`config.mk`:
```
export PLATFORM = sky130hd
export DESIGN_NAME = multi_stack_shared_store
export DESIGN_NICKNAME = d
export VERILOG_FILES = /design/src/hdl/mss_pkg.sv /design/src/hdl/mss_ctrl.sv /design/src/hdl/mss_datapath.sv /design/src/hdl/multi_stack_shared_store.sv
export VERILOG_INCLUDE_DIRS = /design/src /design/src/hdl
export SDC_FILE = /design/constraint.sdc
export NUM_CORES = 1
export LEC_CHECK = 0
export ABC_AREA = 0
export ABC_CLOCK_PERIOD_IN_PS = 8950
export BUFFER_PORTS_ARGS = -buffer_cell sky130_fd_sc_hd__buf_2
export CAP_MARGIN = 20
export CORE_UTILIZATION = 61
export CTS_CLUSTER_DIAMETER = 60
export CTS_CLUSTER_SIZE = 12
export DETAILED_ROUTE_END_ITERATION = 10
export PLACE_DENSITY_LB_ADDON = 0.08
export SLEW_MARGIN = 10
export SYNTH_ARGS = -nofsm -noshare
export SYNTH_HDL_FRONTEND = slang
export SYNTH_SLANG_ARGS = --single-unit
```
`constraint.sdc`:
```
create_clock -name i_clk -period 8.95 [get_ports i_clk]
set_clock_uncertainty 0.2 [all_clocks]
set_input_delay 0.895 -clock i_clk [delete_from_list [all_inputs] [get_ports i_clk]]
set_output_delay 0.895 -clock i_clk [all_outputs]
set_load 0.005 [all_outputs]
```
`src/hdl/multi_stack_shared_store_defines.svh`:
```
// assertion macros shared by the multi-stack store rtl
`ifndef MULTI_STACK_SHARED_STORE_DEFINES_SVH
`define MULTI_STACK_SHARED_STORE_DEFINES_SVH

// same-cycle implication, clocked on i_clk, off during reset
`define MSS_ASSERT_IMPL(lbl, ante, cons) \
    lbl: assert property (@(posedge i_clk) disable iff (!i_rst_n) (ante) |-> (cons)) \
        else $error("mss: assertion failed");

// next-cycle implication, clocked on i_clk, off during reset
`define MSS_ASSERT_NEXT(lbl, ante, cons) \
    lbl: assert property (@(posedge i_clk) disable iff (!i_rst_n) (ante) |=> (cons)) \
        else $error("mss: assertion failed");

`endif

```
`src/hdl/mss_pkg.sv`:
```
// shared types and codes of the multi-stack store
`timescale 1ns / 1ps
`default_nettype none

package mss_pkg;

    // command codes
    localparam logic CMD_PUSH = 1'b0;
    localparam logic CMD_POP  = 1'b1;

    // status codes
    localparam logic [1:0] ST_DONE  = 2'd0;
    localparam logic [1:0] ST_FULL  = 2'd1;
    localparam logic [1:0] ST_EMPTY = 2'd2;

    // one input transfer
    typedef struct packed {
        logic               command;
        logic [1:0]         stack_index;
        logic signed [31:0] push_value;
    } t_cmd_item;

    // one result transfer
    typedef struct packed {
        logic signed [31:0] pop_value;
        logic [1:0]         status;
    } t_result;

    // controller states
    typedef enum logic [1:0] {
        S_IDLE,
        S_LOOK,
        S_COMMIT
    } t_state;

    // controller to datapath
    typedef struct packed {
        logic capture;
        logic lookup;
        logic commit;
        logic reject;
    } t_ctrl_cmd;

    // datapath to controller
    typedef struct packed {
        logic ok;
    } t_dp_stat;

endpackage

`default_nettype wire

```
`src/hdl/mss_ctrl.sv`:
```
// sequencing state machine of the multi-stack store
`timescale 1ns / 1ps
`default_nettype none

module mss_ctrl (
    input  wire logic                 i_clk,
    input  wire logic                 i_rst_n,
    input  wire logic                 start,
    input  wire mss_pkg::t_dp_stat    i_stat,
    output mss_pkg::t_ctrl_cmd        o_ctrl,
    output logic                      busy
);

    mss_pkg::t_state r_state;
    mss_pkg::t_state n_state;

    // state register
    always_ff @(posedge i_clk) begin
        if (!i_rst_n) begin
            r_state <= mss_pkg::S_IDLE;
        end else begin
            r_state <= n_state;
        end
    end

    // next state and commands
    always_comb begin
        n_state = r_state;
        o_ctrl  = '0;
        busy    = 1'b1;
        case (r_state)
            mss_pkg::S_IDLE: begin
                busy = 1'b0;
                if (start) begin
                    o_ctrl.capture = 1'b1;
                    n_state        = mss_pkg::S_LOOK;
                end
            end
            mss_pkg::S_LOOK: begin
                if (i_stat.ok) begin
                    o_ctrl.lookup = 1'b1;
                    n_state       = mss_pkg::S_COMMIT;
                end else begin
                    o_ctrl.reject = 1'b1;
                    n_state       = mss_pkg::S_IDLE;
                end
            end
            mss_pkg::S_COMMIT: begin
                o_ctrl.commit = 1'b1;
                n_state       = mss_pkg::S_IDLE;
            end
            default: begin
                n_state = mss_pkg::S_IDLE;
            end
        endcase
    end

endmodule

`default_nettype wire

```
`src/hdl/mss_datapath.sv`:
```
// head pointers, free list, link and data stores of the multi-stack store
`timescale 1ns / 1ps
`default_nettype none

`include "multi_stack_shared_store_defines.svh"

module mss_datapath #(
    parameter int NUM_STACKS  = 4,
    parameter int STORE_DEPTH = 16
) (
    input  wire logic                 i_clk,
    input  wire logic                 i_rst_n,
    input  wire mss_pkg::t_cmd_item   i_cmd,
    input  wire mss_pkg::t_ctrl_cmd   i_ctrl,
    output mss_pkg::t_dp_stat         o_stat,
    output logic                      o_done,
    output mss_pkg::t_result          o_result
);

    localparam int PW  = $clog2(STORE_DEPTH);
    localparam int FW  = $clog2(STORE_DEPTH + 1);
    localparam int HW  = (NUM_STACKS > 1) ? $clog2(NUM_STACKS) : 1;
    localparam int IW  = (HW > 2) ? HW : 2;

    // stores: link entries are {valid, index}; head entries hold the index, valid bits kept apart
    logic [PW-1:0] head_mem [NUM_STACKS];
    logic [PW:0]   link_mem [STORE_DEPTH];
    logic [31:0]   data_mem [STORE_DEPTH];

    logic                  r_head_vld [NUM_STACKS];
    logic [PW:0]           r_free;
    logic [FW-1:0]         r_fill;
    mss_pkg::t_cmd_item    r_cmd;
    logic [HW-1:0]         r_hidx;
    logic [PW-1:0]         r_head_rd;
    logic [PW-1:0]         r_slot;
    logic                  r_fresh;
    logic [PW:0]           r_link_rd;
    logic [31:0]           r_data_rd;
    logic                  r_done;
    mss_pkg::t_result      r_res;

    logic [IW-1:0] w_idx_ext_in;
    logic [HW-1:0] w_hidx_in;
    logic          w_in_range;
    logic          w_is_push;
    logic          w_head_vld;
    logic [PW-1:0] w_slot;
    logic [PW:0]   w_link;
    logic [PW:0]   w_old_head;

    // stack index into head store width
    assign w_idx_ext_in  = IW'(i_cmd.stack_index);
    assign w_hidx_in     = w_idx_ext_in[HW-1:0];
    assign w_in_range    = ({30'd0, r_cmd.stack_index} < 32'(NUM_STACKS));
    assign w_is_push     = (r_cmd.command == mss_pkg::CMD_PUSH);
    assign w_head_vld    = w_in_range && r_head_vld[r_hidx];
    assign w_old_head    = {w_head_vld, r_head_rd};

    // slot chosen by the operation and whether it can go ahead
    assign w_slot    = w_is_push ? r_free[PW-1:0] : r_head_rd;
    assign o_stat.ok = w_in_range && (w_is_push ? r_free[PW] : w_head_vld);

    // entries never handed out take a computed link to the next entry in place of the link store
    assign w_link = r_fresh ? {(r_slot != PW'(STORE_DEPTH - 1)), r_slot + PW'(1)}
                            : r_link_rd;

    // capture the command and read the stack head; write the head back at commit
    always_ff @(posedge i_clk) begin
        if (i_ctrl.capture) begin
            r_cmd     <= i_cmd;
            r_hidx    <= w_hidx_in;
            r_head_rd <= head_mem[w_hidx_in];
        end
        if (i_ctrl.commit) begin
            head_mem[r_hidx] <= w_is_push ? r_slot : w_link[PW-1:0];
        end
    end

    // link store: read at lookup, rewritten at commit
    always_ff @(posedge i_clk) begin
        if (i_ctrl.lookup) begin
            r_link_rd <= link_mem[w_slot];
            r_slot    <= w_slot;
            r_fresh   <= (FW'(w_slot) >= r_fill);
        end
        if (i_ctrl.commit) begin
            link_mem[r_slot] <= w_is_push ? w_old_head : r_free;
        end
    end

    // data store: read at lookup, written by a push
    always_ff @(posedge i_clk) begin
        if (i_ctrl.lookup) begin
            r_data_rd <= data_mem[w_slot];
        end
        if (i_ctrl.commit && w_is_push) begin
            data_mem[r_slot] <= r_cmd.push_value;
        end
    end

    // control state: head valid bits, free head, fill mark, result strobe
    always_ff @(posedge i_clk) begin
        if (!i_rst_n) begin
            for (int i = 0; i < NUM_STACKS; i++) begin
                r_head_vld[i] <= 1'b0;
            end
            r_free <= {1'b1, {PW{1'b0}}};
            r_fill <= '0;
            r_done <= 1'b0;
        end else begin
            r_done <= i_ctrl.commit || i_ctrl.reject;
            if (i_ctrl.commit) begin
                if (w_is_push) begin
                    r_head_vld[r_hidx] <= 1'b1;
                    r_free             <= w_link;
                    if (r_fresh) begin
                        r_fill <= FW'(r_slot) + FW'(1);
                    end
                end else begin
                    r_head_vld[r_hidx] <= w_link[PW];
                    r_free             <= {1'b1, r_slot};
                end
            end
        end
    end

    // result payload
    always_ff @(posedge i_clk) begin
        if (i_ctrl.commit) begin
            r_res.status    <= mss_pkg::ST_DONE;
            r_res.pop_value <= w_is_push ? 32'sd0 : r_data_rd;
        end else if (i_ctrl.reject) begin
            r_res.status    <= w_is_push ? mss_pkg::ST_FULL : mss_pkg::ST_EMPTY;
            r_res.pop_value <= 32'sd0;
        end
    end

    assign o_done   = r_done;
    assign o_result = r_res;

    // checks
    `MSS_ASSERT_IMPL(a_done_source, r_done, $past(i_ctrl.commit || i_ctrl.reject))
    `MSS_ASSERT_IMPL(a_fill_bound, 1'b1, r_fill <= FW'(STORE_DEPTH))
    `MSS_ASSERT_NEXT(a_push_reject_full, i_ctrl.reject && w_is_push, r_res.status == mss_pkg::ST_FULL)
    `MSS_ASSERT_NEXT(a_pop_frees_slot, i_ctrl.commit && !w_is_push, r_free[PW])

endmodule

`default_nettype wire

```
`src/hdl/multi_stack_shared_store.sv`:
```
// top level of the multi-stack store: controller plus datapath
// a push or pop that goes ahead passes capture, lookup and commit, then the result strobe is registered
// a refused push or a pop on an empty stack passes capture and reject, then the strobe is registered
// next command is taken in the cycle the strobe shows, not before the last one is through;
// a push or pop does the head read, then the link store read, then the write-back
// synchronous active-low reset empties all stacks and puts every entry on the free list
`timescale 1ns / 1ps
`default_nettype none

module multi_stack_shared_store #(
    parameter int NUM_STACKS  = 4,
    parameter int STORE_DEPTH = 16
) (
    input  wire logic                 i_clk,
    input  wire logic                 i_rst_n,
    input  wire logic                 start,
    input  wire mss_pkg::t_cmd_item   i_cmd,
    output logic                      busy,
    output logic                      o_done,
    output mss_pkg::t_result          o_result
);

    mss_pkg::t_ctrl_cmd w_ctrl;
    mss_pkg::t_dp_stat  w_stat;

    // sequencer
    mss_ctrl u_ctrl (
        .i_clk   (i_clk),
        .i_rst_n (i_rst_n),
        .start   (start),
        .i_stat  (w_stat),
        .o_ctrl  (w_ctrl),
        .busy    (busy)
    );

    // stores and pointers
    mss_datapath #(
        .NUM_STACKS  (NUM_STACKS),
        .STORE_DEPTH (STORE_DEPTH)
    ) u_datapath (
        .i_clk    (i_clk),
        .i_rst_n  (i_rst_n),
        .i_cmd    (i_cmd),
        .i_ctrl   (w_ctrl),
        .o_stat   (w_stat),
        .o_done   (o_done),
        .o_result (o_result)
    );

endmodule

`default_nettype wire
```
==> flow_summary_export.csv, run 1 <==
group,metric,value,unit
clock_network,cts_tree,"yes",
floorplan,die_w,216,um
floorplan,die_area,0.0466,mm2
cells_and_area,drive_gt1_share,25.1,%
clock_network,htreeDepth,3,
global_routing,track_usage,26.1,%
setup_path,path_class,"reg2reg",
timing,tns,0,ns
yosys,synth_edf_count,722,
floorplan,core-area,0.0453,mm2
placed_design,port_buffers,73,
yosys,synth_area_per_cell,20.6,um2
yosys,synth_most_common_cell,"edfxtp_1",
timing,slew_headroom,29.0,%
power,power_density,219,mW/mm2
cells_and_area,fin_util,68.5,%
timing,post-route-min-period,4.16,ns
global_routing,grt_max_degree,95,
yosys,yosys-top-cells-area,"edfxtp_1, mux4_2, nand2_1, dfxtp_1, nand4_1",
setup_path,cp_max_fo,94,
yosys,ys_seq_area_share,79.1,%
timing,setup_violations,0,
floorplan,die_h,216,um
setup_path,cp-end-kind,"flop",
yosys,synthArstFlopShare,0,%
clock_network,cts_setup_buffers,0,
clock_network,cts_sinks,742,
floorplan,initial_core_util,61.7,%
timing,slew_viol_final,0,
hold_path,worstHoldPathType,"reg2reg",
clock_network,cts_buffers,72,
setup_path,arrival,4.29,ns
setup_path,cp-start-kind,"flop",
job,maxCapViolations,0,
hold_path,holdPathStages,2,
yosys,yosysWarnings,0,
clock_network,cts-resized-gates,0,
yosys,netlist_top_cells_count,"edfxtp_1, nand2_1, mux4_2, nand4_1, nor2_1",
placed_design,globalplace.congestion,0.756,
yosys,synthDistinctLibCells,40,
power,p_leak,0.00998,uW
yosys,synth-main-ff-cell,"edfxtp_1",
route,wl_per_cell,28.2,um
clock_network,clockRootBuffer,"clkbuf_16",
route,ant_nets,0,
clock_network,hold_buffers,0,
global_routing,antenna_found_initial,1,
yosys,netlist.top_cell.by_area,"edfxtp_1",
route,avgViaCountPerCell,6.39,
yosys,netlist_instances,1355,
timing,max_freq,241,MHz
timing,rsz0062_at_grt,"no",
global_routing,grt_pass1_vias,13482,
setup_path,ff2ff_path_depth,8,
placed_design,place_hpwl,28000,um
route,vias,13269,
route,routed_wl,58600,um
power,ir_worst_vdd,167,uV
setup_path,critPathRequiredTime,9.09,ns
clock_network,clock_path_buffers,3,
route,first_pass_iters,5,
timing,worst_slew_pin_slew,1.06,ns
hold_path,hp-start,"u_datapath.r_head_vld[2]$_DFF_P_",
clock_network,clk_latency,0.60,ns
cells_and_area,nets,1514,
clock_network,clkTransAtPathRegs,0.06,ns
global_routing,grt_overflow_total,0,
route,remaining_drc_errors,0,
yosys,syn_area,0.0279,mm2
setup_path,reg2reg_from,"u_datapath.r_cmd[34]$_DFFE_PP_",
yosys,synth_fp_nets,1401,
status,status,"complete, no violations",
setup_path,reg2reg_to,"u_datapath.r_fresh$_DFFE_PP_",
hold_path,holdPathEnd,"u_datapath.r_head_vld[2]$_DFF_P_",
cells_and_area,insertedDiodeCount,0,
timing,post-route-period-util,46.4,%
route,drtIter0Drc,1485,
yosys,synth_top_area_share,77.6,%
timing,hold_viol,0,
cells_and_area,area_growth,11.1,%
setup_path,reg2reg_slack,4.79,ns
yosys,ys_ff_latch,742,
floorplan,ioPinCount,74,
global_routing,grt_pass1_wl,86900,um
floorplan,core.rowCount,78,
-- cells in the final DEF, fill, tap and decap left out, drive strengths merged --
| master | Yosys | routed |
|---|---|---|
| xor2 | 1 | 1 |
| mux4 | 153 | 153 |
| a21oi | 10 | 10 |
| nor2b | 3 | 3 |
| mux2 | 6 | 6 |
| nand2b | 8 | 8 |
| or2 | 1 | 1 |
| o21ai | 14 | 14 |
| clkbuf | 33 | 75 |
| o2bb2ai | 1 | 1 |
| o22ai | 2 | 2 |
| ha | 8 | 8 |
| a21boi | 2 | 2 |
| nand3 | 4 | 4 |
| clkinv | 1 | 5 |
| nor3b | 1 | 1 |
| mux2i | 10 | 10 |
| clkinvlp | 0 | 1 |
| inv | 12 | 13 |
| and3 | 35 | 35 |
| a31oi | 1 | 1 |
| nand2 | 179 | 179 |
| xnor2 | 1 | 1 |
| edfxtp | 722 | 722 |
| a21o | 4 | 4 |
| a31o | 2 | 2 |
| o211a | 3 | 3 |
| nand3b | 1 | 1 |
| and2 | 4 | 4 |
| dfxtp | 20 | 20 |
| nor3 | 7 | 7 |
| or3 | 1 | 1 |
| nand4 | 37 | 37 |
| nor2 | 37 | 37 |
| buf | 31 | 103 |
-- report_power, final --
group	internal (uW)	leakage, uW	switching (uW)
Sequential	3860	0.00674	46.3
Clock	1450	0.000928	1160
Combinational	124	0.00232	168
-- worst max-delay path by stage --
stage / slack (ns) / from / endpoint
2_1_floorplan: 4.61 / flop / u_datapath.r_data_rd[0]$_DFFE_PP_
3_3_place_gp: 4.84 / u_datapath.r_cmd[34]$_DFFE_PP_ / u_datapath.r_fresh$_DFFE_PP_
3_5_place_dp: 4.86 / u_datapath.r_cmd[34]$_DFFE_PP_ / u_datapath.r_fresh$_DFFE_PP_
4_1_cts: 4.86 / u_datapath.r_cmd[34]$_DFFE_PP_ / u_datapath.r_fresh$_DFFE_PP_
5_1_grt: 4.66 / u_datapath.r_cmd[34]$_DFFE_PP_ / u_datapath.r_fresh$_DFFE_PP_
6_report: 4.79 / u_datapath.r_cmd[34]$_DFFE_PP_ / u_datapath.r_fresh$_DFFE_PP_
-- registers in the layout (all words and copies together), names as in the netlist, named ones only --
signal,cells
u_ctrl.r_state,2
u_datapath.data_mem,512
u_datapath.head_mem,16
u_datapath.link_mem,80
u_datapath.o_done,1
u_datapath.o_result,34
u_datapath.r_cmd,33
u_datapath.r_data_rd,32
u_datapath.r_fill,5
u_datapath.r_free,5
u_datapath.r_fresh,1
u_datapath.r_head_rd,4
u_datapath.r_head_vld,4
u_datapath.r_hidx,2
u_datapath.r_link_rd,5
u_datapath.r_slot,4
-- cell families (layout without fill, tap and decap cells) --
logic type,count (synthesis),after routing,synth area share (%)
AOI/OAI and AO/OA,39,39,0.883
xor gates and xnor gates,2,2,0.0627
adders and majority gates,8,8,0.358
buffers and inverters,77,197,1.48
DFF,742,742,79.1
muxes,169,169,13.0
and+or+nand+nor,318,318,5.15
-- stage by stage --
step	worst slack [ns]	std cells	hold WS (ns)	area (um2)	power, uW
3_3_place_gp	4.84	1993	0.244	29100	4260
3_5_place_dp	4.86	1993	0.256	29100	4270
6_report	4.79	2075	0.264	31000	6800
2_1_floorplan	4.61	1355	0.232	27900	4170
5_1_grt	4.66	2075	0.242	31000	6990
4_1_cts	4.86	2074	0.246	31000	6840
-- area by class of cell --
type	count	area, um2
clock buffer	75	1830
sequential	742	22100
inverter	13	56.3
clock inverter	6	62.6
multi-input combinational	536	5630
timing repair buffer	103	611
tap	600	751
fill	2906	14300
-- critical path: stages, from the launching register on --
cell,delay [ns]
edfxtp_1,0.32
buf_4,0.66
mux2_8,0.81
buf_4,0.79
ha_1,0.36
a21o_1,0.16
a21o_1,0.17
a21oi_1,0.14
nor2_1,0.05
-- per-layer routing --
layer / wire [um] / track usage (%) / up-vias
li1: - / - / 5637
met1: 24000 / 38.5 / 7011
met2: 29200 / 41.7 / 528
met3: 4250 / 4.10 / 91
met4: 1130 / 6.69 / 2
met5: 11 / 0 / -
Note: power is estimated with default switching activity, not from simulation.
==> run 2, diff against run 1 <==
--- a/config.mk
+++ b/config.mk
@@ -7,10 +7,10 @@
 export NUM_CORES = 1
 export LEC_CHECK = 0
 export ABC_AREA = 0
-export ABC_CLOCK_PERIOD_IN_PS = 8950
+export ABC_CLOCK_PERIOD_IN_PS = 3580
 export BUFFER_PORTS_ARGS = -buffer_cell sky130_fd_sc_hd__buf_2
 export CAP_MARGIN = 20
-export CORE_UTILIZATION = 61
+export CORE_UTILIZATION = 56
 export CTS_CLUSTER_DIAMETER = 60
 export CTS_CLUSTER_SIZE = 12
 export DETAILED_ROUTE_END_ITERATION = 10
==> constraint.sdc (replaced) <==
create_clock -name i_clk -period 3.58 [get_ports i_clk]
set_clock_uncertainty 0.2 [all_clocks]
set_input_delay 0.358 -clock i_clk [delete_from_list [all_inputs] [get_ports i_clk]]
set_output_delay 0.358 -clock i_clk [all_outputs]
set_load 0.005 [all_outputs]
==> flow_summary_export.csv, run 2 (synthesized netlist as in run 1, its figures left out) <==
group,metric,value,unit
timing,tns,0,ns
setup_path,cpPeakStageDelay,0.85,ns
route,remaining_drc_errors,0,
clock_network,clock_path_buffers,3,
timing,post-route-min-period,2.81,ns
setup_path,reg2reg_to,"u_datapath.link_mem[0][0]$_DFFE_PP_",
power,swShare,20.2,%
clock_network,cts-resized-gates,0,
power,ir_worst_vdd,487,uV
setup_path,crit_family,"simple AND/OR/NAND/NOR gates",
cells_and_area,nets,1574,
floorplan,die_h,225,um
hold_path,worstHoldPathType,"reg2reg",
route,ant_nets,0,
timing,post-route-period-util,78.6,%
power,p_sw,3530,uW
floorplan,die_area,0.0508,mm2
cells_and_area,area_growth,14.6,%
power,power_density,545,mW/mm2
timing,slew_headroom,27.7,%
placed_design,port_buffers,73,
route,routed_wl,60000,um
clock_network,cts_tree,"yes",
cells_and_area,largest-register,"u_datapath.data_mem",
setup_path,cp_max_fo,16,
hold_path,holdPathEnd,"u_datapath.r_head_vld[2]$_DFF_P_",
placed_design,place_hpwl,32900,um
hold_path,holdPathStages,2,
setup_path,cp-start-kind,"flop",
cells_and_area,layout_commonest_cell,"edfxtp_1",
global_routing,grt_pass1_vias,13820,
cells_and_area,fillerInstances,3314,
cells_and_area,mostFrequentLayoutCells,"edfxtp_1, nand2_1, mux4_2",
route,drtIter0Drc,1516,
clock_network,clockRootBuffer,"clkbuf_16",
setup_path,crit_path_top_delay_cell,"nor3_1",
route,wl_per_cell,27.1,um
timing,max_freq,355,MHz
setup_path,path_cells,"nor2b_4 -> nand2_1 -> nor3_1",
timing,setup_violations,0,
status,status,"complete, no violations",
floorplan,core.rowCount,81,
clock_network,clkTransAtPathRegs,0.06,ns
setup_path,timing.critical_path.buf_inv,0,
timing,worst_slew_pin_slew,1.08,ns
clock_network,cts_buffers,72,
placed_design,globalplace.congestion,0.839,
setup_path,arrival,2.83,ns
clock_network,cts_sinks,742,
cells_and_area,largest_reg_flops,512,
setup_path,reg2reg_slack,0.77,ns
global_routing,grt_max_degree,56,
setup_path,ff2ff_path_depth,3,
floorplan,core-area,0.0491,mm2
floorplan,initial_core_util,56.9,%
power,pwr-share-comb,4.5,%
setup_path,cp-end-kind,"flop",
route,vias,13501,
power,internal_power,13900,uW
setup_path,reg2reg_from,"u_ctrl.r_state[1]$_SDFFE_PN0P_",
global_routing,grt_overflow_total,0,
timing,slew_viol_final,0,
floorplan,die_w,225,um
global_routing,grt_pass1_wl,89000,um
setup_path,critPathRequiredTime,3.60,ns
global_routing,track_usage,24.8,%
power,seqPwrFrac,56.0,%
clock_network,htreeDepth,3,
cells_and_area,drive_gt1_share,25.5,%
power,p_clk_share,39.5,%
global_routing,antenna_found_initial,0,
setup_path,path_class,"reg2reg",
timing,fin_ws,0.766,ns
placed_design,pre_cts_ws,0.754,ns
route,avgViaCountPerCell,6.10,
route,first_pass_iters,5,
hold_path,hp-start,"u_datapath.r_head_vld[2]$_DFF_P_",
timing,rsz0062_at_grt,"no",
floorplan,ioPinCount,74,
cells_and_area,insertedDiodeCount,0,
clock_network,clk_latency,0.61,ns
power,p_leak,0.0104,uW
timing,hold_viol,0,
job,maxCapViolations,0,
[run 2: final cells by class]
type                       instances  area, um2  share of cell area, %
tap                              664        831                   2.60
clock inverter                     6       63.8                  0.199
timing repair buffer             163       1360                   4.24
sequential                       742      22100                   69.0
inverter                          13       56.3                  0.176
clock buffer                      90       1980                   6.17
multi-input combinational        536       5650                   17.6
[run 2: what timing repair did]
action | in CTS | in global routing
hold endpoints to repair | 63 | 0
hold buffers | 37 | 0
buffers inserted | 0 | 0
[run 2: worst register-to-register path, cell delays in order, from the launching register on]
cell     delay (ns)
dfxtp_1        0.51
nor2b_4        0.44
nand2_1        0.43
nor3_1         0.85
[run 2: through the flow]
| stage | power, uW | utilization (%) | area (um2) | std cells | hold slack [ns] |
|---|---|---|---|---|---|
| after floorplan | 10400 | - | 27900 | 1355 | 0.232 |
| after global placement | 10700 | 60.4 | 29600 | 2081 | 0.242 |
| after detailed placement | 10700 | 60.4 | 29600 | 2081 | 0.251 |
| after CTS | 17600 | 65.3 | 32000 | 2214 | 0.230 |
| after global routing | 17900 | 65.3 | 32000 | 2214 | 0.252 |
| final | 17400 | 65.3 | 32000 | 2214 | 0.257 |
[run 2: power by group through the flow]
| stage | Sequential, uW | Combinational (uW) | Clock (uW) |
|---|---|---|---|
| after floorplan | 9900 | 528 | 0 |
| after global placement | 9940 | 765 | 0 |
| after CTS | 9770 | 807 | 7000 |
| after detailed placement | 9950 | 774 | 0 |
| after global routing | 9780 | 863 | 7300 |
| final | 9770 | 791 | 6880 |
[run 2: how the worst max path moves through the flow]
stage | startpoint | endpoint | slack (ns) | depth (start not counted)
final | u_ctrl.r_state[1]$_SDFFE_PN0P_ | u_datapath.link_mem[0][0]$_DFFE_PP_ | 0.77 | 3
after global routing | u_datapath.r_cmd[34]$_DFFE_PP_ | u_datapath.r_data_rd[2]$_DFFE_PP_ | 0.62 | 6
after CTS | u_datapath.r_cmd[34]$_DFFE_PP_ | u_datapath.r_data_rd[7]$_DFFE_PP_ | 0.75 | 6
after detailed placement | u_datapath.r_cmd[34]$_DFFE_PP_ | u_datapath.r_data_rd[7]$_DFFE_PP_ | 0.75 | 6
after global placement | u_datapath.r_cmd[34]$_DFFE_PP_ | u_datapath.r_data_rd[7]$_DFFE_PP_ | 0.83 | 6
after floorplan | u_ctrl.r_state[1]$_SDFFE_PN0P_ | flop | 0.28 | 4
[run 2: per-layer routing]
| metal | GRT usage (%) | vias to the layer above | routed length, um |
|---|---|---|---|
| met5 | 0 | - | 0 |
| met4 | 6.45 | 0 | 1230 |
| met1 | 36.1 | 7107 | 25800 |
| li1 | - | 5773 | - |
| met3 | 4.51 | 93 | 3990 |
| met2 | 39.3 | 528 | 29000 |
==> run 3, diff against run 2 <==
--- a/config.mk
+++ b/config.mk
@@ -6,11 +6,11 @@
 export SDC_FILE = /design/constraint.sdc
 export NUM_CORES = 1
 export LEC_CHECK = 0
-export ABC_AREA = 0
-export ABC_CLOCK_PERIOD_IN_PS = 3580
+export ABC_AREA = 1
+export ABC_CLOCK_PERIOD_IN_PS = 2810
 export BUFFER_PORTS_ARGS = -buffer_cell sky130_fd_sc_hd__buf_2
 export CAP_MARGIN = 20
-export CORE_UTILIZATION = 56
+export CORE_UTILIZATION = 61
 export CTS_CLUSTER_DIAMETER = 60
 export CTS_CLUSTER_SIZE = 12
 export DETAILED_ROUTE_END_ITERATION = 10
==> constraint.sdc (replaced) <==
create_clock -name i_clk -period 2.81 [get_ports i_clk]
set_clock_uncertainty 0.2 [all_clocks]
set_input_delay 0.281 -clock i_clk [delete_from_list [all_inputs] [get_ports i_clk]]
set_output_delay 0.281 -clock i_clk [all_outputs]
set_load 0.005 [all_outputs]
==> flow_summary_export.csv, run 3 <==
group,metric,value,unit
floorplan,core.rowCount,82,
setup_path,reg2reg_slack,0.25,ns
route,avgViaCountPerCell,5.70,
yosys,netlist.top_cell.by_area,"edfxtp_1",
setup_path,cp-end-kind,"flop",
status,status,"complete, no violations",
yosys,yosys-top-cells-area,"edfxtp_1, nand3_1, nand2_1, inv_1, nand3b_1",
yosys,netlist_top_cells_count,"edfxtp_1, nand3_1, nand2_1, inv_1, buf_2",
global_routing,track_usage,29.9,%
yosys,synthArstFlopShare,0,%
timing,setup_violations,0,
yosys,synth-main-ff-cell,"edfxtp_1",
global_routing,grt_pass1_wl,118000,um
yosys,synth_edf_count,722,
setup_path,cp_max_fo,148,
route,remaining_drc_errors,0,
timing,post-route-period-util,91.1,%
floorplan,die_area,0.0526,mm2
timing,slew_viol_final,0,
clock_network,cts_setup_buffers,0,
power,power_density,644,mW/mm2
yosys,synthDistinctLibCells,31,
yosys,ys_ff_latch,742,
clock_network,htreeDepth,3,
hold_path,worstHoldPathType,"in2reg",
cells_and_area,fillerInstances,3602,
setup_path,reg2reg_from,"u_datapath.r_cmd[34]$_DFFE_PP_",
setup_path,crit_end,"u_datapath.r_data_rd[6]$_DFFE_PP_",
yosys,ys_seq_area_share,70.1,%
job,maxCapViolations,0,
yosys,synth_area_per_cell,11.0,um2
floorplan,die_w,229,um
global_routing,grt_pass1_vias,20242,
cells_and_area,stdcell_count,3651,
clock_network,cts_sinks,742,
setup_path,arrival,2.74,ns
placed_design,globalplace.congestion,0.855,
timing,max_freq,390,MHz
route,routed_wl,77200,um
setup_path,ff2ff_path_depth,8,
power,swShare,22.8,%
setup_path,critPathRequiredTime,2.99,ns
setup_path,path_class,"reg2reg",
clock_network,clkTransAtPathRegs,0.06,ns
setup_path,cp-start-kind,"flop",
clock_network,clock_path_buffers,3,
cells_and_area,drive_gt1_share,8.53,%
cells_and_area,largest-register,"u_datapath.data_mem",
timing,rsz0062_at_grt,"no",
cells_and_area,regArea,0.0221,mm2
power,seqPwrFrac,54.8,%
timing,holdWs,0.160,ns
route,first_pass_iters,6,
setup_path,reg2reg_to,"u_datapath.r_data_rd[6]$_DFFE_PP_",
power,pwr-share-comb,7.1,%
power,p_clk_share,38.1,%
cells_and_area,area_growth,12.3,%
clock_network,cts-resized-gates,0,
route,vias,20819,
floorplan,initial_core_util,62.3,%
global_routing,antenna_found_initial,1,
timing,tns,0,ns
power,ir_worst_vdd,515,uV
cells_and_area,fin_util,69.9,%
yosys,synth_top_area_share,68.8,%
global_routing,grt_max_degree,149,
floorplan,ioPinCount,74,
cells_and_area,multi_input_area,0.00675,mm2
route,ant_nets,0,
route,drtIter0Drc,2270,
power,p_sw,5190,uW
yosys,yosysWarnings,0,
yosys,netlist_instances,2860,
placed_design,port_buffers,73,
global_routing,grt_overflow_total,0,
clock_network,clk_latency,0.63,ns
yosys,syn_area,0.0315,mm2
floorplan,die_h,229,um
yosys,synth_fp_nets,2906,
clock_network,cts_buffers,72,
placed_design,placedCellCount,3522,
timing,hold_viol,0,
clock_network,hold_buffers,37,
cells_and_area,insertedDiodeCount,0,
timing,worst_slew_pin_slew,0.906,ns
route,wl_per_cell,21.1,um
cells_and_area,layout_commonest_cell,"edfxtp_1",
power,internal_power,17600,uW
cells_and_area,mostFrequentLayoutCells,"edfxtp_1, nand3_1, nand2_1",
yosys,synth_most_common_cell,"edfxtp_1",
timing,slew_headroom,39.4,%
cells_and_area,largest_reg_flops,512,
floorplan,core-area,0.0506,mm2
clock_network,clockRootBuffer,"clkbuf_16",
timing,post-route-min-period,2.56,ns
cells_and_area,nets,3007,
power,p_leak,0.0144,uW
setup_path,cp-startpoint,"u_datapath.r_cmd[34]$_DFFE_PP_",
clock_network,cts_tree,"yes",
placed_design,place_hpwl,40600,um
## run 3: layout make-up
class,instances,area share (%)
Sequential cell,742,62.4
Multi-Input combinational cell,1406,19.1
Inverter,560,5.94
Clock buffer,85,5.35
Timing Repair Buffer,179,4.57
Tap cell,672,2.38
Clock inverter,7,0.262
## run 3: per-layer routing
layer / global-route usage, % / vias to the layer above / part of all wire, % / wire [um]
met2: 48.2 / 1005 / 48 / 36700
met4: 10.4 / 0 / 2.8 / 2150
met3: 5.55 / 162 / 9.4 / 7220
met1: 41.2 / 10015 / 40 / 31100
met5: 0 / - / 0 / 0
li1: - / 9637 / - / -
## run 3: worst min-delay path by stage
| stage | startpoint | to | slack [ns] | cells past startpoint |
|---|---|---|---|---|
| floorplan | i_cmd[0] | u_datapath.r_cmd[0]$_DFFE_PP_ | 0.18 | 0 |
| global placement | u_datapath.o_result[0]$_SDFFE_PN0P_ | u_datapath.o_result[0]$_SDFFE_PN0P_ | 0.23 | 2 |
| detailed placement | u_datapath.o_result[0]$_SDFFE_PN0P_ | u_datapath.o_result[0]$_SDFFE_PN0P_ | 0.24 | 2 |
| CTS | i_cmd[20] | u_datapath.r_cmd[20]$_DFFE_PP_ | 0.12 | 2 |
| global route | i_cmd[16] | u_datapath.r_cmd[16]$_DFFE_PP_ | 0.14 | 2 |
| finish | i_cmd[13] | u_datapath.r_cmd[13]$_DFFE_PP_ | 0.16 | 2 |
## run 3: metrics by stage
| stage | worst slack, ns | total power, uW | cell area, um2 |
|---|---|---|---|
| finish | 0.249 | 22800 | 35400 |
| global placement | 0.335 | 14200 | 33000 |
| global route | 0.0796 | 23400 | 35400 |
| detailed placement | 0.275 | 14300 | 33000 |
| floorplan | -0.930 | 13700 | 31600 |
| CTS | 0.281 | 22900 | 35400 |
## run 3: power by group through the flow
stage	clock network, uW	registers [uW]	logic, uW
2_1_floorplan	0	12600	1020
3_3_place_gp	0	12700	1520
3_5_place_dp	0	12700	1550
4_1_cts	8780	12500	1600
5_1_grt	9180	12500	1760
6_report	8680	12500	1610
## run 3: kinds of logic (layout without fill, tap and decap cells)
logic type                 Yosys count  after routing  share of synthesized area, %
adders and majority gates            8              8                         0.318
DFF                                742            742                          70.1
xor gates and xnor gates             1              1                        0.0278
and+or+nand+nor                   1334           1334                          19.3
AOI/OAI and AO/OA                   63             63                          1.10
buffers and inverters              712            831                          9.21
## run 3: worst max-delay path: stages, from the launching register on
cell and delay (ns):
edfxtp_1 0.58, inv_2 0.16, nand2_4 0.14, buf_12 0.55
nand3b_1 0.19, nand3_1 0.16, nand3_1 0.08, nand3_1 0.12
nand2_1 0.07
